File: src/hdl/ptpg_pkg.sv
// ----------------------------------------------------------------------------
// Phase term phasor generator package
// Shared types, codes, constants and arithmetic helpers.
// ----------------------------------------------------------------------------
package ptpg_pkg;

	localparam int MAX_POINTS_DEF    = 4096;
	localparam int CORDIC_STAGES_DEF = 30;
	localparam int STAGE_W           = 5;

	localparam logic CMD_LOAD = 1'b0;
	localparam logic CMD_STEP = 1'b1;

	localparam logic REG_FREQ_STEP  = 1'b0;
	localparam logic REG_NUM_POINTS = 1'b1;

	localparam logic signed [31:0] ONE_Q30     = 32'sd1073741824;
	localparam logic signed [33:0] CORDIC_GAIN = 34'sd652032874;
	localparam logic [63:0]        INV_TWO_PI  = 64'h28BE60DB9391054A;

	typedef enum logic [2:0] {
		ST_IDLE,
		ST_LIMB,
		ST_CINIT,
		ST_CITER,
		ST_CDONE,
		ST_CMUL,
		ST_CFIN
	} state_t;

	typedef struct packed {
		logic               load_start;
		logic               step_emit;
		logic               limb_en;
		logic               limb_first;
		logic [1:0]         scal_sel;
		logic               cap_sph;
		logic               cord_init;
		logic               cord_sel;
		logic               cord_iter;
		logic [STAGE_W-1:0] stage;
		logic               cord_done;
		logic               run_start;
		logic               mul_en;
		logic [1:0]         mul_idx;
		logic               mul_fin;
	} dp_cmd_t;

	typedef struct packed {
		logic run_active;
		logic out_free;
	} dp_sts_t;

	function automatic logic signed [31:0] sat32(input logic signed [65:0] v);
		logic signed [31:0] r;
		if (v > 66'sd2147483647) begin
			r = 32'sh7FFFFFFF;
		end else if (v < -66'sd2147483648) begin
			r = 32'sh80000000;
		end else begin
			r = v[31:0];
		end
		return r;
	endfunction

	function automatic logic signed [31:0] round_q30(input logic signed [65:0] v);
		logic signed [65:0] t;
		t = (v + 66'sd536870912) >>> 30;
		return sat32(t);
	endfunction

	function automatic logic [31:0] atan_turns(input logic [STAGE_W-1:0] i);
		logic [31:0] r;
		case (i)
			5'd0:  r = 32'h20000000;
			5'd1:  r = 32'h12E4051E;
			5'd2:  r = 32'h09FB385B;
			5'd3:  r = 32'h051111D4;
			5'd4:  r = 32'h028B0D43;
			5'd5:  r = 32'h0145D7E1;
			5'd6:  r = 32'h00A2F61E;
			5'd7:  r = 32'h00517C55;
			5'd8:  r = 32'h0028BE53;
			5'd9:  r = 32'h00145F2F;
			5'd10: r = 32'h000A2F98;
			5'd11: r = 32'h000517CC;
			5'd12: r = 32'h00028BE6;
			5'd13: r = 32'h000145F3;
			5'd14: r = 32'h0000A2FA;
			5'd15: r = 32'h0000517D;
			5'd16: r = 32'h000028BE;
			5'd17: r = 32'h0000145F;
			5'd18: r = 32'h00000A30;
			5'd19: r = 32'h00000518;
			5'd20: r = 32'h0000028C;
			5'd21: r = 32'h00000146;
			5'd22: r = 32'h000000A3;
			5'd23: r = 32'h00000051;
			5'd24: r = 32'h00000029;
			5'd25: r = 32'h00000014;
			5'd26: r = 32'h0000000A;
			5'd27: r = 32'h00000005;
			5'd28: r = 32'h00000003;
			5'd29: r = 32'h00000001;
			5'd30: r = 32'h00000001;
			default: r = 32'h00000000;
		endcase
		return r;
	endfunction

endpackage

File: src/hdl/ptpg_ctrl.sv
// ----------------------------------------------------------------------------
// Phase term phasor generator controller
// Sequences the limb multiplier, the CORDIC and the complex multiply.
// ----------------------------------------------------------------------------
module ptpg_ctrl import ptpg_pkg::*; #(
	parameter int CORDIC_STAGES = CORDIC_STAGES_DEF
) (
	input  logic    clk,
	input  logic    arst_n,
	input  logic    s_tvalid,
	input  logic    s_tuser,
	output logic    s_tready,
	input  dp_sts_t sts,
	output dp_cmd_t cmd
);

	state_t             state_q, state_d;
	logic [2:0]         limb_q, limb_d;
	logic [1:0]         pass_q, pass_d;
	logic [STAGE_W-1:0] stage_q, stage_d;
	logic               sel_q, sel_d;
	logic [1:0]         mcnt_q, mcnt_d;

	always_ff @(posedge clk or negedge arst_n) begin
		if (!arst_n) begin
			state_q <= ST_IDLE;
			limb_q  <= '0;
			pass_q  <= '0;
			stage_q <= '0;
			sel_q   <= 1'b0;
			mcnt_q  <= '0;
		end else begin
			state_q <= state_d;
			limb_q  <= limb_d;
			pass_q  <= pass_d;
			stage_q <= stage_d;
			sel_q   <= sel_d;
			mcnt_q  <= mcnt_d;
		end
	end

	always_comb begin
		state_d  = state_q;
		limb_d   = limb_q;
		pass_d   = pass_q;
		stage_d  = stage_q;
		sel_d    = sel_q;
		mcnt_d   = mcnt_q;
		s_tready = 1'b0;
		cmd      = '0;
		cmd.scal_sel = pass_q;
		cmd.stage    = stage_q;
		cmd.cord_sel = sel_q;
		cmd.mul_idx  = mcnt_q;
		case (state_q)
			ST_IDLE: begin
				s_tready = sts.out_free;
				if (s_tvalid && sts.out_free) begin
					if (s_tuser == CMD_LOAD) begin
						cmd.load_start = 1'b1;
						limb_d  = '0;
						pass_d  = '0;
						state_d = ST_LIMB;
					end else if (sts.run_active) begin
						cmd.step_emit = 1'b1;
						mcnt_d  = '0;
						state_d = ST_CMUL;
					end
				end
			end
			ST_LIMB: begin
				cmd.limb_en    = 1'b1;
				cmd.limb_first = (limb_q == 3'd0);
				cmd.cap_sph    = (pass_q == 2'd3) && (limb_q == 3'd0);
				if (limb_q == 3'd5) begin
					limb_d = '0;
					if (pass_q == 2'd3) begin
						sel_d   = 1'b0;
						state_d = ST_CINIT;
					end else begin
						pass_d = pass_q + 2'd1;
					end
				end else begin
					limb_d = limb_q + 3'd1;
				end
			end
			ST_CINIT: begin
				cmd.cord_init = 1'b1;
				stage_d = '0;
				state_d = ST_CITER;
			end
			ST_CITER: begin
				cmd.cord_iter = 1'b1;
				if (stage_q == STAGE_W'(CORDIC_STAGES - 1)) begin
					state_d = ST_CDONE;
				end else begin
					stage_d = stage_q + 1'b1;
				end
			end
			ST_CDONE: begin
				cmd.cord_done = 1'b1;
				if (sel_q) begin
					cmd.run_start = 1'b1;
					state_d = ST_IDLE;
				end else begin
					sel_d   = 1'b1;
					state_d = ST_CINIT;
				end
			end
			ST_CMUL: begin
				cmd.mul_en = 1'b1;
				mcnt_d = mcnt_q + 2'd1;
				if (mcnt_q == 2'd3) begin
					state_d = ST_CFIN;
				end
			end
			ST_CFIN: begin
				cmd.mul_fin = 1'b1;
				state_d = ST_IDLE;
			end
			default: begin
				state_d = ST_IDLE;
			end
		endcase
	end

endmodule

File: config.mk
export PLATFORM = sky130hd
export DESIGN_NAME = ptpg_ctrl
export DESIGN_NICKNAME = d
export VERILOG_FILES = /design/src/hdl/ptpg_pkg.sv /design/src/hdl/ptpg_ctrl.sv
export SDC_FILE = /design/constraint.sdc
export NUM_CORES = 1
export LEC_CHECK = 0
export ABC_AREA = 1
export BUFFER_PORTS_ARGS = -buffer_cell sky130_fd_sc_hd__buf_4
export CORE_UTILIZATION = 45
export CTS_BUF_LIST = sky130_fd_sc_hd__clkbuf_4 sky130_fd_sc_hd__clkbuf_8
export DETAILED_ROUTE_END_ITERATION = 6
export PLACE_DENSITY = 0.66
export SYNTH_ARGS = -nofsm -noshare
export SYNTH_HDL_FRONTEND = slang
export SYNTH_SLANG_ARGS = --single-unit
File: constraint.sdc
create_clock -name clk -period 1.7 [get_ports clk]
set_clock_uncertainty 0.2 [all_clocks]
set_input_delay 0 -clock clk [delete_from_list [all_inputs] [get_ports clk]]
set_output_delay 0 -clock clk [all_outputs]
set_load 0.03 [all_outputs]
==> results of run 1 <==
stage by stage:
step                      cell area (sq um)  worst slack [ns]  power [mW]
final                                  1398           0.09676       2.503
after global placement                 1275            0.1330       2.120
after floorplan                        1052           0.05910       1.757
after CTS                              1354           0.02182       2.426
after detailed placement               1275            0.1201       2.145
after global routing                   1398          0.009144       2.705
logic make-up after synthesis:
group,share of synthesized area
simple gates,0.3764
flops,0.3823
fa+ha+maj,0.04779
xor+xnor,0.02509
compound gates,0.06571
buf+inv,0.1027
state kept, by name, indices dropped and copies added (netlist names):
name	count
stage_q	5
limb_q	3
state_q	3
mcnt_q	2
pass_q	2
sel_q	1
worst paths after layout:
kind | start | to | slack (ns) | cells after the start
worst max-delay path | state_q[0] | cmd[20] | 0.1 | 6
worst min-delay path | s_tvalid | mcnt_q[1] | -0.01 | 6
worst max register to register | stage_q[1] | stage_q[2] | 0.17 | 9
worst min register to register | pass_q[1] | pass_q[1] | 0.33 | 2
max in group asynchronous | arst_n | state_q[2] | 0.64 | 3
min in group asynchronous | arst_n | state_q[0] | 0.45 | 3
layout make-up:
class | instances | area (sq um)
clock buffers | 4 | 36.28
fillers | 195 | 814.5
inverters | 22 | 85.08
multi-input cells | 99 | 556.8
flip-flops and latches | 16 | 404.1
well taps | 28 | 35.03
repair buffers | 36 | 280.3
synth_stat cells, drive strengths merged:
library cell / count
nor2: 18
and2: 1
dfrtp: 16
nand4: 4
ha: 4
and3: 1
nand2: 37
xor2: 3
nand3: 16
inv: 22
o21ai: 11
o22ai: 1
buf: 3
nor3: 3
per-layer routing:
layer	share of wire	wire length, microns
met5	0	0
met4	0.0060	14
met3	0.027	63
met2	0.46	1086
met1	0.50	1174
what timing repair did:
action | in CTS | in global routing
hold endpoints to repair | 20 | 16
hold buffers | 4 | 1
resized for setup | 2 | 5
setup buffers | 0 | 4
endpoints found under the setup margin | 2 | 11
power groups by stage:
| stage | clock [mW] | combinational (mW) | sequential (mW) |
|---|---|---|---|
| 5_1_grt | 0.281 | 1.68 | 0.743 |
| 3_5_place_dp | 0 | 1.43 | 0.711 |
| 6_report | 0.261 | 1.52 | 0.717 |
| 2_1_floorplan | 0 | 0.991 | 0.766 |
| 4_1_cts | 0.267 | 1.45 | 0.710 |
| 3_3_place_gp | 0 | 1.41 | 0.706 |
worst max-delay path, cell delays in order (launching register included):
cell and delay (ns):
dfrtp_2 0.50, inv_2 0.09, nand2_4 0.07, nor2_4 0.12
nand3_2 0.12, inv_1 0.07, buf_4 0.15
==> impl_metrics.env, run 1 <==
export IMPL_status="complete, but fails checks"
export IMPL_violations="hold timing"
export IMPL_synth_seq_cells=16
export IMPL_dpl_cell_count=193
export IMPL_num_nets_final=188
export IMPL_globalRouteMet1Util=0.2635
export IMPL_antenna_found_initial=0
export IMPL_portBuffers=27
export IMPL_io_pins=28
export IMPL_clockPowerShare=0.104
export IMPL_grt_met3_usage=0.02727
export IMPL_dr_pass1_iters=4
export IMPL_syn_num_nets=150
export IMPL_power_density_nw_per_um2=1791
export IMPL_finalSetupTns_ns=0
export IMPL_synth_avg_cell_area_sq_um=7.480
export IMPL_track_usage=0.1991
export IMPL_intPower_mw=1.228
export IMPL_path_class="reg2out"
export IMPL_end_kind="output port"
export IMPL_path_max_fanout=8
export IMPL_final_util=0.6318
export IMPL_synth_distinct_cells=24
export IMPL_finalSetupViolCount=0
export IMPL_worst_pin_slew_ns=0.3969
export IMPL_synthTopCellsByArea="dfrtp_1 (38%), nand2_1 (13%), inv_1 (6.5%)"
export IMPL_switching_power_mw=1.275
export IMPL_syn_to_final_growth_pct=33.45
export IMPL_cts_root_buf="clkbuf_4"
export IMPL_max_freq_mhz=623.7
export IMPL_die_x_microns=50.24
export IMPL_gp_congestion=0.8411
export IMPL_num_rows=17
export IMPL_rsz0062_at_grt="no"
export IMPL_seqPwrFrac=0.287
export IMPL_grt_start_max_net_pins=17
export IMPL_maxSlewViolCount=0
export IMPL_grt_pass1_vias=861
export IMPL_fin_crit_ns=1.603
export IMPL_yosys_warnings=0
export IMPL_final_cell_mix="nand2_1 (35), buf_4 (32), inv_1 (17)"
export IMPL_synth_top_area_share=0.3823
export IMPL_die_height_microns=50.24
export IMPL_whs_ns=-0.01194
export IMPL_drive_above_1_share=0.3390
export IMPL_ant_nets=0
export IMPL_htreeDepth=1
export IMPL_antenna_cells=0
export IMPL_max_cap_violations=0
export IMPL_grt_overflow_total=0
export IMPL_yosysTopAreaCell="dfrtp_1"
export IMPL_wl_per_cell_microns=11.41
export IMPL_cts_made_buffers=3
export IMPL_maxSlewHeadroom=0.7326
export IMPL_core_sq_um=2212
export IMPL_synthCells=140
export IMPL_cts_tree="yes"
export IMPL_final_common_cell="nand2_1"
export IMPL_yosysSeqAreaShare=0.3823
export IMPL_leakage_nw=0.7738
export IMPL_dp_hpwl_mm=1.720
export IMPL_finalNonFillerCells=205
export IMPL_pwr_share_comb=0.609
export IMPL_vdd_drop_max_uv=885.4
export IMPL_die_area_sq_um=2524
export IMPL_cts_sinks=16
export IMPL_syn_cell_area_sq_um=1047
export IMPL_grt_pass1_wl_mm=3.781
export IMPL_hold_viol=1
export IMPL_drc_errors=0
export IMPL_drt_total_wl_mm=2.339
export IMPL_critPathArrivalTime_ns=1.40
export IMPL_cts_path_max_buffers=2
export IMPL_worst_setup_path_start_kind="flip-flop"
export IMPL_use_met2=0.3289
export IMPL_avgViaCountPerCell=4.741
export IMPL_finalCritPeriodShare=0.9431
export IMPL_busiest_layer="met2"
export IMPL_dr_total_vias=972
export IMPL_start_util=0.4734
export IMPL_min_path_type="in2reg"
export IMPL_drtIter0Drc=22
export IMPL_swShare=0.5093
export IMPL_path_clk_slew_ns=0.11
export IMPL_required_ns=1.50
export IMPL_clk_latency_ns=0.29
Note: power is estimated with default switching activity, not from simulation.
==> run 2, diff against run 1 <==
CORE_ASPECT_RATIO = 1.4   (was not set)
==> run 2 against run 1 <==
Against the previous run:
- the flow still finishes with violations (hold timing)
- final area shrank 1.3%
- largest cell class unchanged
- routed wire length shrank 0.26%
- first-iteration DRC count shrank 32%
- clock power shrank 4%
- largest power group unchanged
- flip-flop and latch count is the same
- highest routed layer unchanged
- maximum frequency grew 0.73%
- die area grew 0.11%
==> impl_metrics.env, run 2 (synthesis gave the netlist of run 1 again) <==
export IMPL_status="complete, but fails checks"
export IMPL_violations="hold timing"
export IMPL_antenna_found_initial=0
export IMPL_rsz0062_at_grt="yes"
export IMPL_drtIter0Drc=15
export IMPL_seqPwrFrac=0.277
export IMPL_core_sq_um=2177
export IMPL_cts_made_buffers=3
export IMPL_r2r_end="stage_q[3]"
export IMPL_cts_path_max_buffers=2
export IMPL_worstReg2RegStart="stage_q[1]"
export IMPL_finalSetupViolCount=0
export IMPL_fin_crit_ns=1.592
export IMPL_min_path_type="in2reg"
export IMPL_dpl_cell_count=186
export IMPL_cts_root_buf="clkbuf_4"
export IMPL_hold_start="s_tvalid"
export IMPL_start_util=0.4810
export IMPL_r2r_slack_ns=0.15
export IMPL_regMostFlops="stage_q"
export IMPL_grt_met3_usage=0.01829
export IMPL_die_height_microns=59.08
export IMPL_dr_pass1_iters=5
export IMPL_drc_errors=0
export IMPL_wl_per_cell_microns=11.78
export IMPL_cpMostUsedCell="inv_2"
export IMPL_max_freq_mhz=628.3
export IMPL_avgViaCountPerCell=5.157
export IMPL_pre_cts_ws_ns=0.1154
export IMPL_globalRouteMet1Util=0.2108
export IMPL_pwr_share_comb=0.622
export IMPL_die_area_sq_um=2527
export IMPL_worst_pin_slew_ns=0.3249
export IMPL_num_nets_final=187
export IMPL_holdPathStages=6
export IMPL_maxSlewHeadroom=0.7811
export IMPL_switching_power_mw=1.271
export IMPL_portBuffers=27
export IMPL_largest_reg_flops=5
export IMPL_final_common_cell="nand2_1"
export IMPL_track_usage=0.2062
export IMPL_final_cell_mix="nand2_1 (35), buf_4 (31), inv_1 (18)"
export IMPL_max_cap_violations=0
export IMPL_worst_setup_path_start_kind="flip-flop"
export IMPL_cts_tree="yes"
export IMPL_vdd_drop_max_uv=1044
export IMPL_critPathArrivalTime_ns=1.39
export IMPL_num_rows=20
export IMPL_cp_slowest_cell="dfrtp_1"
export IMPL_intPower_mw=1.214
export IMPL_dp_hpwl_mm=1.839
export IMPL_nFillCells=189
export IMPL_cts_sinks=16
export IMPL_grt_pass1_vias=1010
export IMPL_ant_nets=0
export IMPL_reg2reg_depth=9
export IMPL_end_kind="output port"
export IMPL_path_clk_slew_ns=0.10
export IMPL_worstHoldEndpoint="mcnt_q[1]"
export IMPL_busiest_layer="met2"
export IMPL_hold_viol=1
export IMPL_grt_overflow_total=0
export IMPL_grt_start_max_net_pins=17
export IMPL_swShare=0.5114
export IMPL_clk_latency_ns=0.29
export IMPL_dr_total_vias=1021
export IMPL_clockPowerShare=0.101
export IMPL_power_mw=2.486
export IMPL_path_class="reg2out"
export IMPL_use_met2=0.4134
export IMPL_finalCritPeriodShare=0.9363
export IMPL_io_pins=28
export IMPL_finalNonFillerCells=198
export IMPL_drt_total_wl_mm=2.333
export IMPL_required_ns=1.50
export IMPL_grt_pass1_wl_mm=4.022
export IMPL_setup_ws_ns=0.1083
export IMPL_whs_ns=-0.02176
export IMPL_antenna_cells=0
export IMPL_maxSlewViolCount=0
export IMPL_reg_largest_list="stage_q (5), limb_q (3), state_q (3)"
export IMPL_htreeDepth=1
export IMPL_power_density_nw_per_um2=1803
export IMPL_path_max_fanout=9
export IMPL_syn_to_final_growth_pct=31.66
export IMPL_crit_chain="inv_2, nand3_4, inv_2, buf_4"
export IMPL_slowest_delay_ns=0.48
export IMPL_die_x_microns=42.77
export IMPL_drive_above_1_share=0.3182
export IMPL_gp_congestion=0.7647
export IMPL_leakage_nw=0.7706
run 2: changes by cell type in the layout (fill, tap and decap cells not counted):
cell	previous run	this run
buf_4	32	31
dfrtp_2	3	2
inv_1	17	18
nor2_1	12	13
inv_2	4	3
nor2_2	4	3
dfrtp_1	13	14
run 2: metal layers:
layer  part of all wire  vias up  wire length, microns
li1                   -      517                     -
met1               0.38      476                   878
met4              0.016        0                    38
met2               0.57       23                  1341
met5                  0        -                     0
met3              0.032        5                    75
run 2: worst max path at each step:
stage | cells after the start | from | slack (ns) | end
3_3_place_gp | 8 | state_q[0] | 0.14 | pass_q[0]
3_5_place_dp | 8 | state_q[0] | 0.12 | pass_q[0]
5_1_grt | 4 | state_q[1] | -0.04 | cmd[4]
6_report | 4 | state_q[1] | 0.11 | cmd[18]
2_1_floorplan | 5 | state_q[0] | 0.06 | stage_q[1]
4_1_cts | 6 | state_q[2] | 0.01 | cmd[19]
run 2: power by group through the flow:
stage | combinational [mW] | clock, mW | sequential, mW
after global routing | 1.72 | 0.272 | 0.711
final | 1.55 | 0.251 | 0.689
after floorplan | 0.991 | 0 | 0.766
after CTS | 1.45 | 0.256 | 0.711
after detailed placement | 1.44 | 0 | 0.716
after global placement | 1.41 | 0 | 0.707
run 2: worst max-delay path, delay by kind of cell (launching register included):
kind,cells,cell delay (ns)
flops,1,0.48
buf+inv,3,0.48
simple gates,1,0.15
run 2: repair_timing:
action,4_1_cts,5_1_grt
buffers inserted,0,4
hold buffers,4,1
setup endpoints to repair,1,6
endpoints found under the hold margin,22,16
resized for setup,1,3
run 2: cell type report:
type,instances,area (sq um),area share
Inverter,22,85.08,0.06171
Clock buffer,4,36.28,0.02632
Timing Repair Buffer,35,272.8,0.1978
Sequential cell,16,402.9,0.2922
Tap cell,22,27.53,0.01996
Multi-Input combinational cell,99,554.3,0.4020
run 2: metrics by stage:
step           utilization  area [sq um]  setup TNS [ns]
2_1_floorplan            -          1052               0
3_3_place_gp        0.5787          1260               0
3_5_place_dp        0.5787          1260               0
4_1_cts             0.6144          1338               0
5_1_grt             0.6333          1379        -0.03655
6_report            0.6333          1379               0
==> run 3, diff against run 2 <==
ABC_AREA = 0   (was 1)
==> run 3 against run 2 <==
Against the previous run:
- the flow finishes with violations (setup timing)
- maximum frequency shrank 9.8%
- largest power group is now registers
- power shrank 74%
- sequential share of layout area shrank 1.5 points
- die area grew 0.69%
- utilization grew 3.0 points
- synthesized cell count shrank 21%
==> impl_metrics.env, run 3 <==
export IMPL_core_sq_um=2202
export IMPL_reg_largest_list="stage_q (5), limb_q (3), state_q (3)"
export IMPL_intPower_mw=0.5012
export IMPL_wl_per_cell_microns=14.51
export IMPL_finalNonFillerCells=171
export IMPL_synth_seq_cells=16
export IMPL_track_usage=0.2161
export IMPL_io_pins=28
export IMPL_cts_tree="yes"
export IMPL_final_cell_mix="buf_4 (36), dfrtp_1 (12), nor2_1 (7), nand2_1 (7), o21ai_0 (7)"
export IMPL_hold_start="sts[1]"
export IMPL_nFillCells=203
export IMPL_grt_overflow_total=0
export IMPL_maxSlewHeadroom=0.4959
export IMPL_yosys_warnings=0
export IMPL_largest_reg_flops=5
export IMPL_max_freq_mhz=566.4
export IMPL_rsz0062_at_grt="yes"
export IMPL_synthTopCellsByArea="dfrtp_1 (38%), ha_1 (4.7%), o21ai_0 (3.3%)"
export IMPL_switching_power_mw=0.1351
export IMPL_die_x_microns=42.92
export IMPL_die_area_sq_um=2544
export IMPL_setup_ws_ns=-0.06548
export IMPL_worst_pin_slew_ns=0.7537
export IMPL_avgViaCountPerCell=5.743
export IMPL_wl_met1_microns=886
export IMPL_end_kind="output port"
export IMPL_num_nets_final=160
export IMPL_cts_sinks=16
export IMPL_antenna_cells=0
export IMPL_synth_common_cells="dfrtp_1 (16), nand2_1 (7), nor2_1 (7), o21ai_0 (7)"
export IMPL_grt_start_max_net_pins=17
export IMPL_required_ns=1.50
export IMPL_htreeDepth=1
export IMPL_yosysSeqAreaShare=0.3796
export IMPL_synthCells=110
export IMPL_grt_pass1_wl_mm=4.071
export IMPL_clockPowerShare=0.359
export IMPL_ant_nets=0
export IMPL_vdd_drop_max_uv=346.7
export IMPL_ys_flop_type="dfrtp_1"
export IMPL_antenna_found_initial=0
export IMPL_syn_num_nets=120
export IMPL_gp_congestion=0.7676
export IMPL_worstHoldEndpoint="state_q[2]"
export IMPL_drc_errors=0
export IMPL_dpl_cell_count=158
export IMPL_path_class="reg2out"
export IMPL_synth_avg_cell_area_sq_um=9.589
export IMPL_async_flop_share=1.000
export IMPL_die_height_microns=59.29
export IMPL_finalCritPeriodShare=1.039
export IMPL_cts_root_buf="clkbuf_4"
export IMPL_worstReg2RegStart="state_q[2]"
export IMPL_clk_latency_ns=0.29
export IMPL_path_max_fanout=2
export IMPL_reg2reg_depth=5
export IMPL_r2r_end="sel_q"
export IMPL_yosys_cell_count_top_type="dfrtp_1"
export IMPL_num_rows=20
export IMPL_finalSetupViolCount=3
export IMPL_synth_top_area_share=0.3796
export IMPL_drive_above_1_share=0.4497
export IMPL_worst_setup_path_start_kind="flip-flop"
export IMPL_syn_cell_area_sq_um=1055
export IMPL_final_cell_area_sq_um=1461
export IMPL_path_clk_slew_ns=0.09
export IMPL_hold_viol=0
export IMPL_drt_total_wl_mm=2.482
export IMPL_final_util=0.6636
export IMPL_regMostFlops="stage_q"
export IMPL_yosysTopAreaCell="dfrtp_1"
export IMPL_holdPathStages=4
export IMPL_portBuffers=27
export IMPL_status="complete, but fails checks"
export IMPL_dp_hpwl_mm=1.782
export IMPL_dr_total_vias=982
export IMPL_swShare=0.2123
export IMPL_violations="setup timing"
export IMPL_start_util=0.4790
export IMPL_maxSlewViolCount=0
export IMPL_pwr_share_comb=0.043
export IMPL_synth_distinct_cells=45
export IMPL_cts_made_buffers=3
export IMPL_seqPwrFrac=0.597
export IMPL_synth_edff_count=0
export IMPL_fin_crit_ns=1.765
export IMPL_leakage_nw=0.7112
export IMPL_min_path_type="in2reg"
export IMPL_place_area_sq_um=1300
export IMPL_grt_pass1_vias=958
export IMPL_r2r_slack_ns=-0.03
export IMPL_wl_met2_mm=1.466
export IMPL_critPathArrivalTime_ns=1.57
export IMPL_power_density_nw_per_um2=435.4
export IMPL_max_cap_violations=0
export IMPL_syn_to_final_growth_pct=38.55
export IMPL_route_met3_wl_microns=86
export IMPL_cts_path_max_buffers=2
export IMPL_drtIter0Drc=28
export IMPL_dr_pass1_iters=4
export IMPL_pre_cts_ws_ns=0.04724
export IMPL_final_common_cell="buf_4"
export IMPL_top_layer_used="met4"
run 3: worst max-delay path, stage by stage (launching register included):
cell and delay [ns]:
dfrtp_1 0.39, or3b_4 0.42, nor4_4 0.16, and2_4 0.18
buf_6 0.12
run 3: how the worst max path moves through the flow:
stage	startpoint	to	slack (ns)	cells past startpoint
after floorplan	state_q[0]	cmd[14]	-0.13	5
after CTS	state_q[2]	cmd[14]	-0.08	4
final	state_q[2]	cmd[14]	-0.07	4
after detailed placement	stage_q[1]	stage_q[3]	0.05	5
after global placement	stage_q[1]	stage_q[3]	0.06	5
after global routing	state_q[2]	cmd[14]	-0.14	4
run 3: metal layers:
layer | track usage | vias to the layer above
li1 | - | 476
met1 | 0.2098 | 480
met2 | 0.4307 | 22
met3 | 0.02439 | 4
met4 | 0.1116 | 0
met5 | 0 | -
run 3: kinds of logic (layout without fill, tap and decap cells):
family	Yosys count	count (layout)	synth area share
compound gates	28	28	0.2005
fa+ha+maj	4	4	0.04745
buf+inv	14	53	0.07117
flops	16	16	0.3796
mux	2	2	0.02017
simple gates	46	46	0.2812
run 3: repair_timing:
| action | CTS | global route |
|---|---|---|
| gates resized for setup | 9 | 7 |
| gates cloned | 0 | 0 |
| endpoints found under the setup margin | 7 | 7 |
| hold buffers | 3 | 0 |
| pin swaps | 2 | 3 |
| buffers inserted | 2 | 4 |
| endpoints found under the hold margin | 17 | 0 |
run 3: layout make-up:
type | count | area (sq um) | share of cell area
sequential | 16 | 405.4 | 0.2774
tap | 22 | 27.53 | 0.01884
clock buffer | 4 | 30.03 | 0.02055
inverter | 5 | 21.27 | 0.01455
multi-input combinational | 80 | 620.6 | 0.4247
timing repair buffer | 44 | 356.6 | 0.2440
run 3: power by group through the flow:
| stage | logic [mW] | clock network, mW | registers, mW |
|---|---|---|---|
| 2_1_floorplan | 0.00379 | 0 | 0.388 |
| 3_3_place_gp | 0.0219 | 0 | 0.388 |
| 3_5_place_dp | 0.0222 | 0 | 0.388 |
| 4_1_cts | 0.0278 | 0.237 | 0.380 |
| 5_1_grt | 0.0301 | 0.245 | 0.380 |
| 6_report | 0.0274 | 0.229 | 0.380 |
run 3: through the flow:
stage          TNS, ns  power [mW]  hold WS [ns]
2_1_floorplan  -0.1343      0.3916       -0.4956
3_3_place_gp         0      0.4096       -0.3272
3_5_place_dp         0      0.4099       -0.3255
4_1_cts        -0.1069      0.6448       0.01874
5_1_grt        -0.6332      0.6556       0.03949
6_report       -0.1502      0.6364       0.02663
